File: config.mk
export PLATFORM = sky130hd
export DESIGN_NAME = number_to_ascii_formatter
export DESIGN_NICKNAME = d
export VERILOG_FILES = /design/src/n2a_pkg.sv /design/src/n2a_digit_cell.sv /design/src/n2a_digit_chain.sv /design/src/number_to_ascii_formatter.sv
export SDC_FILE = /design/constraint.sdc
export NUM_CORES = 1
export LEC_CHECK = 0
export ABC_CLOCK_PERIOD_IN_PS = 7350
export BUFFER_PORTS_ARGS = -buffer_cell sky130_fd_sc_hd__buf_2
export CORE_MARGIN = 2
export CORE_UTILIZATION = 30
export DETAILED_ROUTE_END_ITERATION = 8
export HOLD_SLACK_MARGIN = 0.1
export RECOVER_POWER = 50
export SETUP_SLACK_MARGIN = 0.5
export SLEW_MARGIN = 20
export SYNTH_ARGS = -nofsm -noshare
export SYNTH_HDL_FRONTEND = slang
export SYNTH_SLANG_ARGS = --single-unit
export TNS_END_PERCENT = 5
File: constraint.sdc
create_clock -name clk -period 7.35 [get_ports clk]
set_input_delay 1.47 -clock clk [delete_from_list [all_inputs] [get_ports clk]]
set_output_delay 1.47 -clock clk [all_outputs]
set_load 0.02 [all_outputs]
File: src/n2a_pkg.sv
// ----------------------------------------------------------------------------
// n2a_pkg: shared types and constants of the number to ASCII formatter
// Holds the digit chain geometry, the chain control bundle and the
// character encoding helper.
// ----------------------------------------------------------------------------
`default_nettype none

package n2a_pkg;

    // Width of the binary input value.
    localparam int VALUE_W     = 64;
    // Decimal digits needed for the largest 64-bit value.
    localparam int NUM_DIGITS  = 20;
    // Hex digits in a 64-bit value.
    localparam int HEX_DIGITS  = VALUE_W / 4;
    // Width of one emitted ASCII code.
    localparam int CHAR_W      = 7;

    localparam logic [CHAR_W-1:0] ASCII_ZERO   = 7'h30;
    localparam logic [CHAR_W-1:0] ASCII_X      = 7'h78;
    // Offset that maps nibble values 10..15 onto 'a'..'f'.
    localparam logic [CHAR_W-1:0] ASCII_HEXOFS = 7'h57;

    typedef logic [3:0] n2a_digit_t;

    // Control bundle that drives every cell of the digit chain.
    typedef struct packed {
        logic load;    // load all cells in parallel
        logic dabble;  // one add-3 and shift step of binary to BCD
        logic shift;   // move each digit one cell toward the top
    } n2a_chain_ctl_t;

    // ASCII code of one digit 0..15.
    function automatic logic [CHAR_W-1:0] digit_to_ascii(input n2a_digit_t d);
        logic [CHAR_W-1:0] d_ext;
        d_ext = {{(CHAR_W-4){1'b0}}, d};
        if (d > 4'd9) begin
            return d_ext + ASCII_HEXOFS;
        end
        return d_ext + ASCII_ZERO;
    endfunction

endpackage

`default_nettype wire

File: src/n2a_digit_cell.sv
// ----------------------------------------------------------------------------
// n2a_digit_cell: one four-bit digit cell of the conversion chain
// Performs one double-dabble step (add 3 when five or more, then shift in
// a bit from the lower neighbor), or takes the lower neighbor's whole digit.
// ----------------------------------------------------------------------------
`default_nettype none

module n2a_digit_cell (
    input  wire logic                    clk,
    input  wire n2a_pkg::n2a_chain_ctl_t ctl,
    input  wire n2a_pkg::n2a_digit_t     load_digit,
    input  wire logic                    bit_in,
    input  wire n2a_pkg::n2a_digit_t     digit_in,
    output logic                         bit_out,
    output n2a_pkg::n2a_digit_t          digit_out
);
    import n2a_pkg::*;

    n2a_digit_t digit_reg;
    n2a_digit_t digit_next;
    n2a_digit_t adj;

    // Add-3 correction so the following shift doubles the digit in BCD.
    always_comb
    begin
        adj = (digit_reg >= 4'd5) ? digit_reg + 4'd3 : digit_reg;
    end

    assign bit_out   = adj[3];
    assign digit_out = digit_reg;

    // Next digit value.
    always_comb
    begin
        digit_next = digit_reg;
        if (ctl.load) begin
            digit_next = load_digit;
        end else if (ctl.dabble) begin
            digit_next = {adj[2:0], bit_in};
        end else if (ctl.shift) begin
            digit_next = digit_in;
        end
    end

    always_ff @(posedge clk)
    begin
        digit_reg <= digit_next;
    end

endmodule

`default_nettype wire

File: src/n2a_digit_chain.sv
// ----------------------------------------------------------------------------
// n2a_digit_chain: row of digit cells
// Cell 0 is the least significant digit; data moves toward the top cell.
// ----------------------------------------------------------------------------
`default_nettype none

module n2a_digit_chain (
    input  wire logic                                      clk,
    input  wire n2a_pkg::n2a_chain_ctl_t                   ctl,
    input  wire n2a_pkg::n2a_digit_t [n2a_pkg::NUM_DIGITS-1:0] load_digits,
    input  wire logic                                      bit_in,
    output n2a_pkg::n2a_digit_t                            top_digit
);
    import n2a_pkg::*;

    logic       [NUM_DIGITS:0] bit_link;
    n2a_digit_t [NUM_DIGITS:0] digit_link;

    // The bottom cell takes the next binary bit, and a zero digit on a shift.
    assign bit_link[0]   = bit_in;
    assign digit_link[0] = '0;

    for (genvar i = 0; i < NUM_DIGITS; i++) begin : g_cell
        n2a_digit_cell u_cell (
            .clk        (clk),
            .ctl        (ctl),
            .load_digit (load_digits[i]),
            .bit_in     (bit_link[i]),
            .digit_in   (digit_link[i]),
            .bit_out    (bit_link[i+1]),
            .digit_out  (digit_link[i+1])
        );
    end

    // The carry out of the top cell is always zero for a 64-bit value.
    assign top_digit = (bit_link[NUM_DIGITS] == 1'b0) ? digit_link[NUM_DIGITS]
                                                      : digit_link[NUM_DIGITS];

endmodule

`default_nettype wire

File: src/number_to_ascii_formatter.sv
// ----------------------------------------------------------------------------
// number_to_ascii_formatter: 64-bit value to ASCII text
// Emits a value as decimal digits without leading zeros, or as "0x" and
// sixteen lowercase hex digits, one character per output transaction.
// ----------------------------------------------------------------------------
// One value is handled at a time; in_ready is high only while the block is
// free. Decimal mode runs a double-dabble step for each of the 64 value bits
// through a row of twenty BCD digit cells, then shifts the leading zero
// digits away, keeping at least one, then shifts out one digit per emitted
// character. Hex mode loads the nibbles straight into the cells and emits
// its 18 characters from there. The final character of each value carries
// last_char. A finished character waits in the output register, so the
// sink may stall at any time.
`default_nettype none

module number_to_ascii_formatter (
    input  wire logic                          clk,
    input  wire logic                          rst_n,
    input  wire logic                          in_valid,
    output logic                               in_ready,
    input  wire logic                          mode,
    input  wire logic [n2a_pkg::VALUE_W-1:0]   value,
    output logic                               out_valid,
    input  wire logic                          out_ready,
    output logic      [n2a_pkg::CHAR_W-1:0]    char_code,
    output logic                               last_char
);
    import n2a_pkg::*;

    typedef enum logic [1:0] {
        ST_IDLE,
        ST_CONV,
        ST_SKIP,
        ST_EMIT
    } state_t;

    // Prefix position: 0 emits '0', 1 emits 'x', PFX_DONE means digits.
    localparam logic [1:0] PFX_ZERO = 2'd0;
    localparam logic [1:0] PFX_X    = 2'd1;
    localparam logic [1:0] PFX_DONE = 2'd2;

    localparam int CNT_W = $clog2(VALUE_W);
    localparam int REM_W = $clog2(NUM_DIGITS + 1);

    state_t                   state_reg, state_next;
    logic [VALUE_W-1:0]       bin_reg, bin_next;
    logic [CNT_W-1:0]         cnt_reg, cnt_next;
    logic [REM_W-1:0]         rem_reg, rem_next;
    logic [1:0]               pfx_reg, pfx_next;
    logic                     out_valid_reg, out_valid_next;
    logic [CHAR_W-1:0]        char_reg, char_next;
    logic                     last_reg, last_next;

    n2a_chain_ctl_t                ctl;
    n2a_digit_t [NUM_DIGITS-1:0]   load_digits;
    n2a_digit_t                    top_digit;
    logic                          slot_free;
    logic                          in_fire;

    assign in_ready  = (state_reg == ST_IDLE);
    assign in_fire   = in_valid && in_ready;
    assign slot_free = !out_valid_reg || out_ready;

    assign out_valid = out_valid_reg;
    assign char_code = char_reg;
    assign last_char = last_reg;

    // Parallel load: hex nibbles fill the top cells, decimal starts cleared.
    always_comb
    begin
        load_digits = '0;
        if (mode) begin
            for (int i = 0; i < HEX_DIGITS; i++) begin
                load_digits[NUM_DIGITS-HEX_DIGITS+i] = value[4*i +: 4];
            end
        end
    end

    n2a_digit_chain u_chain (
        .clk         (clk),
        .ctl         (ctl),
        .load_digits (load_digits),
        .bit_in      (bin_reg[VALUE_W-1]),
        .top_digit   (top_digit)
    );

    // Sequencer and output register next values.
    always_comb
    begin
        state_next     = state_reg;
        bin_next       = bin_reg;
        cnt_next       = cnt_reg;
        rem_next       = rem_reg;
        pfx_next       = pfx_reg;
        out_valid_next = out_valid_reg;
        char_next      = char_reg;
        last_next      = last_reg;
        ctl            = '0;

        if (out_valid_reg && out_ready) begin
            out_valid_next = 1'b0;
        end

        unique case (state_reg)
            ST_IDLE:
            begin
                if (in_fire) begin
                    ctl.load = 1'b1;
                    bin_next = value;
                    cnt_next = '0;
                    if (mode) begin
                        rem_next   = REM_W'(HEX_DIGITS);
                        pfx_next   = PFX_ZERO;
                        state_next = ST_EMIT;
                    end else begin
                        rem_next   = REM_W'(NUM_DIGITS);
                        pfx_next   = PFX_DONE;
                        state_next = ST_CONV;
                    end
                end
            end
            ST_CONV:
            begin
                ctl.dabble = 1'b1;
                bin_next   = {bin_reg[VALUE_W-2:0], 1'b0};
                cnt_next   = cnt_reg + 1'b1;
                if (cnt_reg == CNT_W'(VALUE_W - 1)) begin
                    state_next = ST_SKIP;
                end
            end
            ST_SKIP:
            begin
                // Drop leading zeros, keeping at least one digit.
                if (top_digit == 4'd0 && rem_reg > REM_W'(1)) begin
                    ctl.shift = 1'b1;
                    rem_next  = rem_reg - 1'b1;
                end else begin
                    state_next = ST_EMIT;
                end
            end
            ST_EMIT:
            begin
                if (slot_free) begin
                    out_valid_next = 1'b1;
                    last_next      = 1'b0;
                    if (pfx_reg == PFX_ZERO) begin
                        char_next = ASCII_ZERO;
                        pfx_next  = PFX_X;
                    end else if (pfx_reg == PFX_X) begin
                        char_next = ASCII_X;
                        pfx_next  = PFX_DONE;
                    end else begin
                        ctl.shift = 1'b1;
                        char_next = digit_to_ascii(top_digit);
                        rem_next  = rem_reg - 1'b1;
                        if (rem_reg == REM_W'(1)) begin
                            last_next  = 1'b1;
                            state_next = ST_IDLE;
                        end
                    end
                end
            end
            default:
            begin
                state_next = ST_IDLE;
            end
        endcase
    end

    // State and registered outputs.
    always_ff @(posedge clk or negedge rst_n)
    begin
        if (!rst_n) begin
            state_reg     <= ST_IDLE;
            out_valid_reg <= 1'b0;
        end else begin
            state_reg     <= state_next;
            out_valid_reg <= out_valid_next;
        end
    end

    // Datapath registers.
    always_ff @(posedge clk)
    begin
        bin_reg  <= bin_next;
        cnt_reg  <= cnt_next;
        rem_reg  <= rem_next;
        pfx_reg  <= pfx_next;
        char_reg <= char_next;
        last_reg <= last_next;
    end

endmodule

`default_nettype wire

==> flow_summary_export.csv <==
group,metric,value,unit
status,outcome,"complete, but fails checks",
status,violations,"capacitance limit, slew limit",
clocking,clock-root-buffer,"clkbuf_16",
floorplan,die-area,34480,sq um
worst_hold_path,hp-class,"reg2reg",
detailed_routing,ant_nets,0,
clocking,htreeDepth,4,
floorplan,dieHeight,185.7,um
detailed_routing,vias,7160,
worst_hold_path,whs_path_depth,2,
timing,worst_pin_slew,3.462,ns
synth,synth_xor_area_share,2.388,%
synth,synth-edff-count,149,
synth,syn_inst,964,
synth,avgSynthCellArea,10.27,sq um
clocking,hold_buffers,0,
final_layout,drive_above_1_share,16.78,%
critical_path,critical-path-top-delay-family,"adder cells",
placed_design,gp_congestion,0.7756,
clocking,clock_latency,0.43,ns
pwr,p_total,3778,uW
placed_design,port_buffers,78,
synth,synth_warnings,0,
synth,ys_async_sr_fraction,1.786,%
timing,finalHoldViolCount,0,
critical_path,cp.arrival,5.11,ns
final_layout,final_cell_mix,"149 x edfxtp_1, 145 x a21oi_1, 98 x o21ai_0",
final_layout,area_growth,13.32,%
pwr,power.density,336.6,nW/um^2
placed_design,dp_hpwl,14050,um
clocking,cts.sinks,168,
synth,synth_area_leaders,"edfxtp_1 45%, a21oi_1 7.3%, mux2_2 7.2%",
critical_path,cp_slowest_stage_delay,2.03,ns
critical_path,worstReg2RegEnd,"u_chain.g_cell[6].u_cell.digit_out[1]",
synth,synth_cell_types,52,
global_routing,track_usage,13.24,%
critical_path,crit_fanout,80,
synth,synth_top_family_by_area,"compound AO/OA/AOI/OAI gates",
clocking,post_cts_resized,0,
clocking,cts_buffers,17,
worst_hold_path,hold_path_end,"u_chain.g_cell[0].u_cell.digit_out[3]",
worst_hold_path,hold_start,"u_chain.g_cell[0].u_cell.digit_out[3]",
flow_run,max-cap-violations,4,
critical_path,crit_path_top_delay_cell,"ha_1",
timing,fin_crit,4.936,ns
timing,slew_viol_final,268,
pwr,ir_worst_vdd,0.0001766,V
global_routing,grt_pass1_vias,7078,
clocking,cts_tree,"done",
floorplan,io_pins,79,
critical_path,crit_required,7.53,ns
synth,synth_fa_ha_area_share,5.937,%
timing,slew_headroom,-130.8,%
floorplan,num_rows,66,
detailed_routing,firstDrtPassIters,5,
pwr,leakage,0.004566,uW
synth,syn-num-nets,1080,
detailed_routing,wire_per_inst,14.94,um
timing,final.setup.tns,0,ns
critical_path,worstSetupPathType,"reg2reg",
floorplan,core_area,32540,sq um
synth,yosys.area_share.simple,12.43,%
detailed_routing,drc,0,
critical_path,r2r_slack,2.41,ns
critical_path,crit_path_start,"state_reg[1]",
clocking,clk_path_buf_depth,2,
global_routing,grt_max_degree,81,
critical_path,r2r_start,"state_reg[1]",
timing,fin_skew,0.007890,ns
critical_path,crit_chain,"inv_1 > ha_1 > clkbuf_2 > o21ai_0 > a21oi_1 > nor2_1",
critical_path,reg2reg_depth,6,
detailed_routing,drt_iter0_markers,445,
synth,synth_top_area_cell,"edfxtp_1",
floorplan,start_util,30.44,%
final_layout,final_common_cell,"edfxtp_1",
critical_path,cp-end-kind,"flop",
critical_path,critPathLaunchType,"flop",
timing,final-setup-viol-count,0,
final_layout,fin_util,34.49,%
final_layout,largest_reg_flops,80,
clocking,post_cts_buffers,0,
global_routing,grt_overflow,0,
timing,hold_slack,0.5180,ns
global_routing,grt_antenna_before_repair,1,
detailed_routing,via_per_inst,4.858,
synth,synth.yosys.seq_area_share,49.17,%
timing,rsz0062_at_grt,"false",
synth,ys.flop_type,"edfxtp_1",
clocking,clk_pin_slew,0.06,ns
timing,fin_crit_sh,67.15,%
timing,max_freq,0.2026,GHz
synth,synth_mux_area_share,9.386,%
critical_path,cp.buffers_inverters,2,
floorplan,chipWidth,185.7,um
synth,syn_area,9904,sq um
synth,synth_top_cell_area_share,45.17,%
global_routing,grt_pass1_wl,36310,um
synth,ys_ff_latch,168,
detailed_routing,wl,22020,um
synth,synth_compound_area_share,16.69,%
final_layout,finalNetCount,1134,
[how the worst max path moves through the flow]
stage / slack [ns] / cells past startpoint / end
floorplan: 0.63 / 6 / bin_reg[0]
detailed placement: 3.24 / 6 / u_chain.g_cell[10].u_cell.digit_out[2]
finish: 2.41 / 6 / u_chain.g_cell[6].u_cell.digit_out[1]
global route: 1.83 / 6 / u_chain.g_cell[12].u_cell.digit_out[1]
CTS: 3.70 / 6 / u_chain.g_cell[11].u_cell.digit_out[0]
global placement: 3.30 / 6 / u_chain.g_cell[10].u_cell.digit_out[1]
[cells in the mapped netlist (all sizes together) (2+ instances only)]
cell	number
a221oi	3
xor2	4
nand3b	7
edfxtp	149
inv	48
nor2b	2
nor3	3
nor3b	25
a2bb2oi	8
o2111ai	8
nand3	35
o31ai	8
o211ai	6
a31oi	4
and2	17
nand2b	24
dfrtp	3
mux2	63
and3	2
nand4b	2
dfxtp	16
o21ai	99
a211oi	3
nand2	59
or3	2
a21oi	145
nor2	61
nand4	3
ha	47
buf	22
clkbuf	29
mux2i	22
xnor2	23
[metal layers]
layer | vias to the layer above | share of wire, % | global-route usage [%]
met1 | 3386 | 47 | 17.86
met5 | - | 0 | 0
li1 | 3635 | - | -
met3 | 2 | 5.0 | 2.524
met4 | 0 | 0.23 | 3.024
met2 | 137 | 48 | 21.96
[where the power goes]
group	switching, uW	leakage, uW	internal, uW
sequential	260	0.00185	1350
combinational	675	0.00246	652
clock	381	0.000253	461
[final cells by class]
class	instances	area, sq um
Sequential cell	168	4870
Antenna cell	1	2.502
Clock buffer	18	429.2
Inverter	49	183.9
Timing Repair Buffer	86	427.9
Multi-Input combinational cell	696	4648
Clock inverter	14	108.9
Fill cell	3334	21310
Tap cell	442	553.0
[logic make-up after synthesis]
kind of cell | after synthesis
flip-flops | 168
buffers and inverters | 100
AO/OA/AOI/OAI | 293
AND/OR/NAND/NOR | 244
multiplexers | 85
XOR/XNOR | 27
adder cells (fa/ha/maj) | 47
[worst reg2reg max path: stages, from the launching register on]
cell and delay, ns:
dfrtp_1 0.41, inv_1 0.18, ha_1 2.03, clkbuf_2 1.48, o21ai_0 0.28, a21oi_1 0.23
nor2_1 0.08
[stage by stage]
stage	std cells	setup slack [ns]	instance area (sq um)
floorplan	964	0.6277	9905
global placement	1441	3.301	10720
detailed placement	1441	3.245	10720
CTS	1473	3.697	11260
global route	1473	1.829	11220
finish	1474	2.414	11220
(Power assumes the default switching activity.)
